`src/rtl/core/sctq_pkg.sv`:
```
// Shared types and constants of the sorted countdown timer queue.
package sctq_pkg;

    localparam int DELAY_BITS    = 8;
    localparam int KEY_PORT_BITS = 16;
    localparam int POS_BITS      = 5;

    typedef enum logic [2:0] {
        OP_ADD        = 3'd0,
        OP_CANCEL_KEY = 3'd1,
        OP_CANCEL_POS = 3'd2,
        OP_CLEAR      = 3'd3,
        OP_QUERY      = 3'd4,
        OP_TICK       = 3'd5
    } t_op;

    typedef enum logic [1:0] {
        ST_OK        = 2'd0,
        ST_FULL      = 2'd1,
        ST_NOT_FOUND = 2'd2
    } t_status;

    typedef enum logic [1:0] {
        S_IDLE,
        S_SCAN,
        S_FINISH
    } t_state;

endpackage

```
`src/rtl/core/sctq_ram.sv`:
```
// Generic single-write, single-read RAM with registered read data.
module sctq_ram #(
    parameter int WIDTH = 8,
    parameter int DEPTH = 32
) (
    input  logic                     i_clk,
    input  logic                     i_we,
    input  logic [$clog2(DEPTH)-1:0] i_waddr,
    input  logic [WIDTH-1:0]         i_wdata,
    input  logic                     i_re,
    input  logic [$clog2(DEPTH)-1:0] i_raddr,
    output logic [WIDTH-1:0]         o_rdata
);

    logic [WIDTH-1:0] r_mem [DEPTH];
    logic [WIDTH-1:0] r_rdata;

    always_ff @(posedge i_clk) begin
        if (i_we) begin
            r_mem[i_waddr] <= i_wdata;
        end
        if (i_re) begin
            r_rdata <= r_mem[i_raddr];
        end
    end

    assign o_rdata = r_rdata;

endmodule

```
`src/rtl/core/sorted_countdown_timer_queue.sv`:
```
// Sorted countdown timer queue: alarm table walked one entry a cycle by a small sequencer,
// unless a tick expiry waits on a stalled output. An add, cancel, query or tick reads every
// entry held through the one RAM read port before its final transaction; clear, unused codes
// and an add to a full table skip that walk. A stalled output holds the final transaction.
// One transaction is in work at a time; the next is accepted once the final result is queued.
// Reset (synchronous, active low) empties the table; entry contents are not cleared.
module sorted_countdown_timer_queue #(
    parameter int TABLE_DEPTH = 32,
    parameter int KEY_BITS    = 16
) (
    input  logic                                i_clk,
    input  logic                                i_rst_n,
    input  logic                                i_valid,
    output logic                                o_stall,
    input  logic [2:0]                          i_operation,
    input  logic [sctq_pkg::DELAY_BITS-1:0]     i_delay_days,
    input  logic [sctq_pkg::KEY_PORT_BITS-1:0]  i_alarm_key,
    input  logic                                i_start_active,
    input  logic [sctq_pkg::POS_BITS-1:0]       i_position,
    output logic                                o_valid,
    input  logic                                i_stall,
    output logic [1:0]                          o_status,
    output logic                                o_expired_valid,
    output logic [sctq_pkg::KEY_PORT_BITS-1:0]  o_expired_key,
    output logic [sctq_pkg::DELAY_BITS-1:0]     o_days_left,
    output logic                                o_last
);

    import sctq_pkg::*;

    localparam int AW = $clog2(TABLE_DEPTH);
    localparam int CW = $clog2(TABLE_DEPTH + 1);
    localparam int EW = DELAY_BITS + KEY_BITS + 1;
    localparam logic [CW-1:0] DEPTH_C = CW'(TABLE_DEPTH);

    t_state r_state, n_state;
    logic [2:0]            r_op, n_op;
    logic [DELAY_BITS-1:0] r_delay, n_delay;
    logic [KEY_BITS-1:0]   r_key, n_key;
    logic                  r_act, n_act;
    logic [POS_BITS-1:0]   r_pos, n_pos;
    logic [CW-1:0]         r_count, n_count;
    logic [CW-1:0]         r_rp, n_rp;
    logic                  r_dv, n_dv;
    logic [AW-1:0]         r_ri, n_ri;
    logic                  r_flag, n_flag;
    logic [EW-1:0]         r_carry, n_carry;
    logic [CW-1:0]         r_drop, n_drop;
    logic                  r_pend, n_pend;
    logic [KEY_BITS-1:0]   r_pend_key, n_pend_key;
    logic [DELAY_BITS-1:0] r_days, n_days;

    logic                  r_ovalid, n_ovalid;
    t_status               r_status, n_status;
    logic                  r_exp_valid, n_exp_valid;
    logic [KEY_BITS-1:0]   r_exp_key, n_exp_key;
    logic [DELAY_BITS-1:0] r_days_out, n_days_out;
    logic                  r_last, n_last;

    logic                  ram_we, ram_re;
    logic [AW-1:0]         ram_waddr, ram_raddr;
    logic [EW-1:0]         ram_wdata, ram_rdata;

    logic [DELAY_BITS-1:0] e_delay, t_delay;
    logic [KEY_BITS-1:0]   e_key, in_key;
    logic                  e_act;
    logic [EW-1:0]         e_tick, new_entry;
    logic                  out_free, need_emit, emit, match;
    logic [KEY_BITS+KEY_PORT_BITS-1:0] key_in_ext, key_out_ext;
    logic [AW+POS_BITS-1:0] pos_ext, ri_ext;

    sctq_ram #(
        .WIDTH (EW),
        .DEPTH (TABLE_DEPTH)
    ) u_table (
        .i_clk   (i_clk),
        .i_we    (ram_we),
        .i_waddr (ram_waddr),
        .i_wdata (ram_wdata),
        .i_re    (ram_re),
        .i_raddr (ram_raddr),
        .o_rdata (ram_rdata)
    );

    // Resize keys between the port width and the stored width.
    assign key_in_ext = {{KEY_BITS{1'b0}}, i_alarm_key};
    assign in_key     = key_in_ext[KEY_BITS-1:0];
    assign key_out_ext = {{KEY_PORT_BITS{1'b0}}, r_exp_key};

    assign e_delay = ram_rdata[EW-1 -: DELAY_BITS];
    assign e_key   = ram_rdata[KEY_BITS:1];
    assign e_act   = ram_rdata[0];

    // Tick: decrement active entries, saturating at zero; activate inactive ones.
    assign t_delay   = (e_act && e_delay != '0) ? e_delay - DELAY_BITS'(1) : e_delay;
    assign e_tick    = {t_delay, e_key, 1'b1};
    assign new_entry = {r_delay, r_key, r_act};

    assign pos_ext = {{AW{1'b0}}, r_pos};
    assign ri_ext  = {{POS_BITS{1'b0}}, r_ri};
    assign match   = (t_op'(r_op) == OP_CANCEL_KEY) ? (e_key == r_key) : (pos_ext == ri_ext);

    assign out_free = !r_ovalid || !i_stall;

    always_ff @(posedge i_clk) begin
        if (!i_rst_n) begin
            r_state  <= S_IDLE;
            r_count  <= '0;
            r_ovalid <= 1'b0;
        end else begin
            r_state  <= n_state;
            r_count  <= n_count;
            r_ovalid <= n_ovalid;
        end
    end

    always_ff @(posedge i_clk) begin
        r_op        <= n_op;
        r_delay     <= n_delay;
        r_key       <= n_key;
        r_act       <= n_act;
        r_pos       <= n_pos;
        r_rp        <= n_rp;
        r_dv        <= n_dv;
        r_ri        <= n_ri;
        r_flag      <= n_flag;
        r_carry     <= n_carry;
        r_drop      <= n_drop;
        r_pend      <= n_pend;
        r_pend_key  <= n_pend_key;
        r_days      <= n_days;
        r_status    <= n_status;
        r_exp_valid <= n_exp_valid;
        r_exp_key   <= n_exp_key;
        r_days_out  <= n_days_out;
        r_last      <= n_last;
    end

    always_comb begin
        n_state     = r_state;
        n_op        = r_op;
        n_delay     = r_delay;
        n_key       = r_key;
        n_act       = r_act;
        n_pos       = r_pos;
        n_count     = r_count;
        n_rp        = r_rp;
        n_dv        = r_dv;
        n_ri        = r_ri;
        n_flag      = r_flag;
        n_carry     = r_carry;
        n_drop      = r_drop;
        n_pend      = r_pend;
        n_pend_key  = r_pend_key;
        n_days      = r_days;
        n_status    = r_status;
        n_exp_valid = r_exp_valid;
        n_exp_key   = r_exp_key;
        n_days_out  = r_days_out;
        n_last      = r_last;
        ram_we      = 1'b0;
        ram_waddr   = r_ri;
        ram_wdata   = r_carry;
        ram_re      = 1'b0;
        ram_raddr   = r_rp[AW-1:0];
        need_emit   = 1'b0;
        emit        = 1'b0;

        // Payload of the transaction to queue, plain result by default.
        n_status    = r_status;
        if (r_ovalid && !i_stall) begin
            n_status = ST_OK;
        end

        unique case (r_state)
            S_IDLE: begin
                if (i_valid) begin
                    n_op       = i_operation;
                    n_delay    = i_delay_days;
                    n_key      = in_key;
                    n_act      = i_start_active;
                    n_pos      = i_position;
                    n_rp       = '0;
                    n_dv       = 1'b0;
                    n_flag     = 1'b0;
                    n_drop     = '0;
                    n_pend     = 1'b0;
                    n_days     = '0;
                    case (t_op'(i_operation))
                        OP_ADD:                    n_state = (r_count >= DEPTH_C) ? S_FINISH
                                                                                  : S_SCAN;
                        OP_CANCEL_KEY, OP_CANCEL_POS,
                        OP_QUERY, OP_TICK:         n_state = S_SCAN;
                        default:                   n_state = S_FINISH;
                    endcase
                end
            end

            S_SCAN: begin
                // Hold the current entry while a tick expiry cannot be queued.
                if (r_dv && t_op'(r_op) == OP_TICK && r_pend) begin
                    need_emit = 1'b1;
                end
                if (!need_emit || out_free) begin
                    if (r_dv) begin
                        case (t_op'(r_op))
                            OP_ADD: begin
                                if (r_flag) begin
                                    ram_we    = 1'b1;
                                    ram_waddr = r_ri;
                                    ram_wdata = r_carry;
                                    n_carry   = ram_rdata;
                                end else if (e_delay > r_delay) begin
                                    ram_we    = 1'b1;
                                    ram_waddr = r_ri;
                                    ram_wdata = new_entry;
                                    n_carry   = ram_rdata;
                                    n_flag    = 1'b1;
                                end
                            end
                            OP_CANCEL_KEY, OP_CANCEL_POS: begin
                                if (r_flag) begin
                                    ram_we    = 1'b1;
                                    ram_waddr = r_ri - AW'(1);
                                    ram_wdata = ram_rdata;
                                end else if (match) begin
                                    n_flag = 1'b1;
                                end
                            end
                            OP_QUERY: begin
                                if (!r_flag && e_key == r_key) begin
                                    n_flag = 1'b1;
                                    n_days = e_delay;
                                end
                            end
                            OP_TICK: begin
                                if (!r_flag && t_delay == '0) begin
                                    // Expired: drop it and queue the previous expiry.
                                    n_drop     = r_drop + CW'(1);
                                    n_pend     = 1'b1;
                                    n_pend_key = e_key;
                                    if (r_pend) begin
                                        emit        = 1'b1;
                                        n_exp_valid = 1'b1;
                                        n_exp_key   = r_pend_key;
                                        n_last      = 1'b0;
                                    end
                                end else begin
                                    ram_we    = 1'b1;
                                    ram_waddr = r_ri - r_drop[AW-1:0];
                                    ram_wdata = e_tick;
                                    n_flag    = 1'b1;
                                    if (r_pend) begin
                                        n_pend      = 1'b0;
                                        emit        = 1'b1;
                                        n_exp_valid = 1'b1;
                                        n_exp_key   = r_pend_key;
                                        n_last      = 1'b1;
                                    end
                                end
                            end
                            default: begin
                            end
                        endcase
                    end
                    if (r_rp < r_count) begin
                        ram_re = 1'b1;
                        n_ri   = r_rp[AW-1:0];
                        n_dv   = 1'b1;
                        n_rp   = r_rp + CW'(1);
                    end else begin
                        n_dv    = 1'b0;
                        n_state = S_FINISH;
                    end
                end
            end

            S_FINISH: begin
                if (out_free) begin
                    n_state     = S_IDLE;
                    emit        = 1'b1;
                    n_exp_valid = 1'b0;
                    n_exp_key   = '0;
                    n_days_out  = '0;
                    n_last      = 1'b1;
                    n_status    = ST_OK;
                    case (t_op'(r_op))
                        OP_ADD: begin
                            if (r_count >= DEPTH_C) begin
                                n_status = ST_FULL;
                            end else begin
                                ram_we    = 1'b1;
                                ram_waddr = r_count[AW-1:0];
                                ram_wdata = r_flag ? r_carry : new_entry;
                                n_count   = r_count + CW'(1);
                            end
                        end
                        OP_CANCEL_KEY, OP_CANCEL_POS: begin
                            if (r_flag) begin
                                n_count = r_count - CW'(1);
                            end else begin
                                n_status = ST_NOT_FOUND;
                            end
                        end
                        OP_CLEAR: begin
                            n_count = '0;
                        end
                        OP_QUERY: begin
                            if (r_flag) begin
                                n_days_out = r_days;
                            end else begin
                                n_status = ST_NOT_FOUND;
                            end
                        end
                        OP_TICK: begin
                            n_count = r_count - r_drop;
                            if (r_pend) begin
                                n_exp_valid = 1'b1;
                                n_exp_key   = r_pend_key;
                            end else if (r_drop != '0) begin
                                // Final expiry already went out during the walk.
                                emit = 1'b0;
                            end
                        end
                        default: begin
                        end
                    endcase
                end
            end

            default: begin
                n_state = S_IDLE;
            end
        endcase

        // Expiries queued during the walk carry status ok and no days.
        if (emit && r_state == S_SCAN) begin
            n_status   = ST_OK;
            n_days_out = '0;
        end

        n_ovalid = r_ovalid && i_stall;
        if (emit) begin
            n_ovalid = 1'b1;
        end
    end

    assign o_stall         = (r_state != S_IDLE);
    assign o_valid         = r_ovalid;
    assign o_status        = r_status;
    assign o_expired_valid = r_exp_valid;
    assign o_expired_key   = key_out_ext[KEY_PORT_BITS-1:0];
    assign o_days_left     = r_days_out;
    assign o_last          = r_last;

endmodule

```
`config.mk`:
```
export PLATFORM = sky130hd
export DESIGN_NAME = sorted_countdown_timer_queue
export DESIGN_NICKNAME = d
export VERILOG_FILES = /design/src/rtl/core/sctq_pkg.sv /design/src/rtl/core/sctq_ram.sv /design/src/rtl/core/sorted_countdown_timer_queue.sv
export SDC_FILE = /design/constraint.sdc
export NUM_CORES = 1
export LEC_CHECK = 0
export BUFFER_PORTS_ARGS = -buffer_cell sky130_fd_sc_hd__buf_4
export CAP_MARGIN = 5
export CORE_MARGIN = 2
export CORE_UTILIZATION = 35
export CTS_CLUSTER_SIZE = 16
export DETAILED_ROUTE_END_ITERATION = 7
export PLACE_DENSITY = 0.56
export SYNTH_ARGS = -nofsm -noshare
export SYNTH_HDL_FRONTEND = slang
export SYNTH_SLANG_ARGS = --single-unit
```
`constraint.sdc`:
```
create_clock -name i_clk -period 4.7 [get_ports i_clk]
set_input_delay 1.41 -clock i_clk [delete_from_list [all_inputs] [get_ports i_clk]]
set_output_delay 1.41 -clock i_clk [all_outputs]
set_load 0.005 [all_outputs]
```
* After elaboration in Yosys (flattened, before gate mapping)
Memories as Yosys holds them, arrays and structs flattened. A register that Yosys moved wholly into a read port is not among the register bits.
Index checks and enable logic that the tools add are counted.
W data, S select, Z words.
** Storage, ports and cells
- Flip-flop bits (word level) :: 139
- Bits in latches :: 0
- Bits in writable memories :: 800
- Bits in read-only memories :: 0
- Input port bits :: 37
- Output and inout port bits :: 30
- Word-level logic and storage cells :: 228
- Memories kept :: 1
** Operators by class
- $add $sub $neg :: 8
- Multipliers :: 0
- Divide/modulo/power cells :: 0
- $lt $le $gt $ge :: 3
- Equality and inequality tests :: 29
- Shifts and indexed selects :: 0
- Muxes and demuxes :: 123
- Bitwise gates (word level) :: 0
- Reduce and logical (&&, ||, !) cells :: 42
** Memories
- u_table.r_mem :: depth 32, width 25, rd ports 1, clocked after memory_dff 1, wr ports 1, RTL line sctq_ram.sv:15 : logic [WIDTH-1:0] r_mem [DEPTH];
** Operators with widths (number)
- $mux W25 :: 12
- $mux W16 :: 7
- $pmux W25 S3 :: 1
- $mux W8 :: 8
- $mux W6 :: 9
- $mux W1 :: 50
- $pmux W25 S2 :: 1
- $mux W5 :: 7
- $pmux W16 S2 :: 1
- $ne A2 B2 Y1 const B :: 12
- $pmux W6 S2 :: 2
- $pmux W6 S4 :: 1
- $pmux W5 S2 :: 2
- $reduce_and A5 Y1 :: 4
- $add A6 B1 Y6 const B :: 3
- $mux W2 :: 9
- $reduce_and A6 Y1 :: 3
- $eq A16 B16 Y1 :: 1
- $pmux W8 S2 :: 1
- $pmux W1 S2 :: 7
- $eq A3 B3 Y1 const B :: 4
- $eq A3 B2 Y1 const B :: 3
- $gt A8 B8 Y1 :: 1
- $logic_and A1 B1 Y1 :: 8
- 34 further kinds :: 48

* Longest topological paths before layout
- Word-level depth :: 12
- Mapped depth :: 14
- Depth with buffers taken out :: 12

* Hierarchy
Synthesis repeated with hierarchy kept, for this count alone.
** Second synthesis, totals
- Cell total of the unflattened synthesis :: 2549
- Area total of the unflattened synthesis :: 40111.0 µm²
** Modules (own cells, without submodules)
- sctq_ram :: instances 1, cells each 1778, area an instance 32077.0 µm², seq. area each 24773.8 µm²
- sorted_countdown_timer_queue :: instances 1, cells each 771, area an instance 8034.0 µm², seq. area each 3983.8 µm²

* Least setup slack after synthesis
No wires, ideal clock.
- Kind :: register -> register
- Start :: register u_table.r_rdata[17], in the netlist u_table.o_rdata[17], read port of u_table.r_mem
- End :: memory u_table.r_mem[0][10] in the netlist's numbering, data pin
- Setup time :: 0.454 ns
- Arrival time :: 4.460 ns
- Data required time :: 4.246 ns
- Setup slack :: -0.214 ns
- Cell stages (with the launch flop) :: 12
- Buffers on the path :: 2
- Period minus slack after synthesis :: 4.914 ns
- Cell sequence :: edfxtp_1 inv_1 ha_1 or4b_4 nand4_1 mux2_4 nor4_2 a221o_1 buf_2 clkbuf_1 nor2_1 o21ai_0
** Between the ends
- Word-level cells in the longest chain between the ends :: 10
- Elaborated cells on any way between the ends :: 14
- Those cells by class :: 1 x add/sub; 1 x order compare; 8 x mux; 4 x reduce/logical
** RTL lines
- start: declaration :: RTL line sctq_ram.sv:16 : logic [WIDTH-1:0] r_rdata;
- branches (longest 6 deep; another with $sub A8 B1 Y8)
- $pmux W25 S3 (*) :: RTL line sorted_countdown_timer_queue.sv:206 : case (t_op'(r_op))
- $mux W25 (*) :: RTL line sorted_countdown_timer_queue.sv:205 : if (r_dv) begin
- $mux W25 (*) :: RTL line sorted_countdown_timer_queue.sv:204 : if (!need_emit || out_free) begin
- $pmux W25 S2 (*) :: RTL line sorted_countdown_timer_queue.sv:175 : unique case (r_state)
- named net ram_wdata[10] :: RTL line sorted_countdown_timer_queue.sv:62 : logic [EW-1:0] ram_wdata, ram_rdata;
- end: declaration :: RTL line sctq_ram.sv:15
Mark *: on every way through the listed nets, which the timed path passes.

* Worst setup path in the final report
- Start :: register u_table.r_rdata[17], in the netlist u_table.o_rdata[17], read port of u_table.r_mem
- End :: memory u_table.r_mem[26][5] in the netlist's numbering, enable pin
** Between the ends
- Word-level cells in the longest chain between the ends :: 12
- Elaborated cells on any way between the ends :: 21
- Those cells by class :: 1 x add/sub; 1 x order compare; 15 x mux; 4 x reduce/logical
** RTL lines
- branches (longest 12 deep; another with $sub A8 B1 Y8)
Several ways; the timed one is not identified.

==> reports/metrics.yaml <==
status: "completed"
rows: 122
ys_seq_elements: 964
reg2reg_to: "u_table.r_mem[26][5]"
setup_tns_ps: 0
setup_viol: 0
start_util_pct: 35.4
numClockSinks: 964
path_max_fanout: 18
whs_ps: 485
layout.area.seq_um2: 28800
place_area_um2: 42700
synth_edf_count: 945
routabilityCongestion: 0.866
cts_buffer_depth: 3
multiInputGateArea_um2: 10200
die_area_um2: 115000
worst_slack_ps: 241
slowest_delay_ps: 620
synth.top_cell.area_share_pct: 72.4
gr-total-overflow: 0
hold_viol_final: 0
drv_slew: 0
r2r_cells: 12
async_flop_share_pct: 0
grt_pass1_wl_mm: 142
fp.dieH_um: 339
fill_cells: 9782
dr_total_vias: 20120
max_freq_ghz: 0.224
leakage_nw: 14.4
path_clk_slew_ps: 60
cts_tree: "built"
critPathKind: "flop to flop"
cp_common_cell: "buf_4"
grt_antenna_before_repair: 4
yosysWarnings: 0
fin_nets: 2229
cpMaxStageDelayCell: "or4_4"
synth_area_leaders: "edfxtp_1 (72%), mux4_2 (14%), nor2_1 (1.0%), ha_1 (0.99%), dfxtp_1 (0.97%)"
drive_above_1_share_pct: 29.8
min_period_over_period_pct: 94.9
synthCells: 1978
syn_nets: 2048
post_drt_wl_per_cell_um: 25.9
grt_setup_unrepaired: "no"
design_area_um2: 45900
clkLatencyLatePin_ps: 660
netlist_area_um2: 39200
io_buffers: 66
min_period_ps: 4460
cp-start-kind: "flop"
grt_max_degree: 85
reg2reg_from: "u_table.o_rdata[17]"
pin_count: 67
finalClockSkew_ps: 27.1
die_x_um: 339
powerDensity_nw_per_um2: 589
ctsResizeCount: 0
clock-root-buffer: "clkbuf_16"
syn2layout_area_growth_pct: 17.1
core_area_um2: 111000
grt_pass1_vias: 20608
cts_setup_buffers: 0
post-route-util_pct: 41.4
layout_common_cells: "edfxtp_1 (945), mux4_2 (250), buf_4 (162)"
path_delay_family: "simple AND/OR/NAND/NOR gates"
drv_cap: 0
cts_made_buffers: 95
hold_class: "flop to flop"
path_cells: "inv_1 > ha_1 > or4b_4 > nand4_1 > mux2_4 > or4_4 > a31o_1 > o2bb2ai_1 > buf_4 > or3_1 > nor2_4 > buf_4"
grtUsageTotal_pct: 16.8
ir_drop_v: 0.000351
cts.hold.buffers_added: 0
htreeDepth: 3
drt_iter0_drc: 2130
min_from: "r_days[4]"
worstMarginPinSlew_ps: 1090
regToRegSetupSlack_ps: 240
synth-seq-area-share_pct: 73.4
drt-total-wl_mm: 96.5
worst-path-buf-inv: 3
crit_arrival_ps: 4800
hold_path_depth: 2
synth_area_leader_cell: "edfxtp_1"
synth_top_flop_cell: "edfxtp_1"
end_kind: "flop"
antenna_left: 0
firstDrtPassIters: 5
min_to: "o_days_left[4]"
cp_data_required_time_ps: 5040
via_per_inst: 5.40
slew_headroom_pct: 27.4
mostFrequentLayoutCell: "edfxtp_1"
post-place-ws_ps: 200
crit_cells: 12
ys_types: 75
avgSynthCellArea_um2: 19.8
dp_hpwl_mm: 61.9
drc: 0
-- sequential cells by signal, summed over array words and instances (netlist names) --
name             flops
r_delay              8
u_table.r_mem      800
r_rp                 6
r_dv                 1
r_ri                 5
r_count              6
r_days               8
o_valid              1
r_drop               6
o_days_left          8
o_expired_key       16
u_table.o_rdata     25
r_pend_key          16
o_last               1
r_flag               1
r_key               16
r_pos                5
r_act                1
r_op                 3
r_pend               1
r_state              2
o_status             2
o_expired_valid      1
r_carry             25
-- metrics by stage --
stage	cells	power (mW)
floorplan	1978	16.2
global placement	3550	19.4
finish	3728	27.0
CTS	3727	27.3
detailed placement	3550	19.5
global route	3727	28.2
-- cell families (layout without fill, tap and decap cells) --
group / Yosys count / after routing / synth area share, %
other: 0 / 1 / 0
AOI/OAI and AO/OA: 232 / 232 / 4.19
xor gates and xnor gates: 43 / 43 / 0.961
muxes: 287 / 287 / 15.4
and+or+nand+nor: 276 / 276 / 3.49
DFF: 964 / 964 / 73.4
adders and majority gates: 33 / 33 / 1.09
buffers and inverters: 143 / 404 / 1.43
-- cell usage after synthesis (5+ instances only) --
| master | number |
|---|---|
| o21ai_0 | 46 |
| nand2_1 | 47 |
| mux2i_1 | 8 |
| a21o_1 | 10 |
| a221o_1 | 21 |
| dfxtp_1 | 19 |
| and2_1 | 27 |
| a22oi_1 | 49 |
| ha_1 | 31 |
| o22ai_1 | 5 |
| nor2_1 | 104 |
| mux4_2 | 250 |
| a21oi_1 | 37 |
| a221oi_1 | 6 |
| a211oi_1 | 7 |
| clkbuf_1 | 85 |
| nor4_1 | 9 |
| o211ai_1 | 6 |
| xor2_1 | 27 |
| xnor2_1 | 16 |
| nor2_2 | 8 |
| inv_1 | 37 |
| nor2b_1 | 9 |
| buf_1 | 15 |
| edfxtp_1 | 945 |
| nand4_1 | 11 |
| o41ai_1 | 5 |
| mux2_2 | 28 |
| nand3_1 | 22 |
| nor3_1 | 10 |
-- worst register-to-register path, delay by kind of cell, from the launching register on --
| kind | cells | cell delay [ps] |
|---|---|---|
| buffers and inverters | 3 | 600 |
| and+or+nand+nor | 5 | 2110 |
| DFF | 1 | 450 |
| muxes | 1 | 350 |
| adders and majority gates | 1 | 210 |
| AOI/OAI and AO/OA | 2 | 420 |
-- layer usage --
metal	routed length (um)	GRT usage, %	vias up
li1	-	-	8597
met1	42000	23.6	10602
met2	44500	25.7	764
met3	7530	4.41	155
met4	2470	4.69	2
met5	19	0	-
-- worst max path at each step --
stage                         from               endpoint  slack [ps]
4_1_cts        u_table.o_rdata[17]   u_table.r_mem[26][0]         240
3_5_place_dp               i_stall   u_table.r_mem[1][14]         200
6_report       u_table.o_rdata[17]   u_table.r_mem[26][5]         240
3_3_place_gp               i_stall   u_table.r_mem[1][14]         220
5_1_grt        u_table.o_rdata[17]  u_table.r_mem[26][20]          40
2_1_floorplan              i_stall    u_table.r_mem[0][0]        -210
-- power by group --
| group | internal, mW | leakage, nW | total (mW) | switching, mW |
|---|---|---|---|---|
| Clock | 4.50 | 1.55 | 7.76 | 3.26 |
| Combinational | 3.23 | 4.14 | 8.17 | 4.94 |
| Sequential | 10.7 | 8.74 | 11.1 | 0.339 |
| Total | 18.5 | 14.4 | 27.0 | 8.54 |
-- final cells by class --
class                           instances  share of cell area [%]
Sequential cell                       964                    62.7
Multi-Input combinational cell        871                    22.2
Clock buffer                          108                    5.38
Tap cell                             1488                    4.06
Timing Repair Buffer                  189                    3.83
Clock inverter                         69                    1.58
Inverter                               38                   0.311
Antenna cell                            1                 0.00545
No activity file was read; power rests on OpenSTA's default activity.
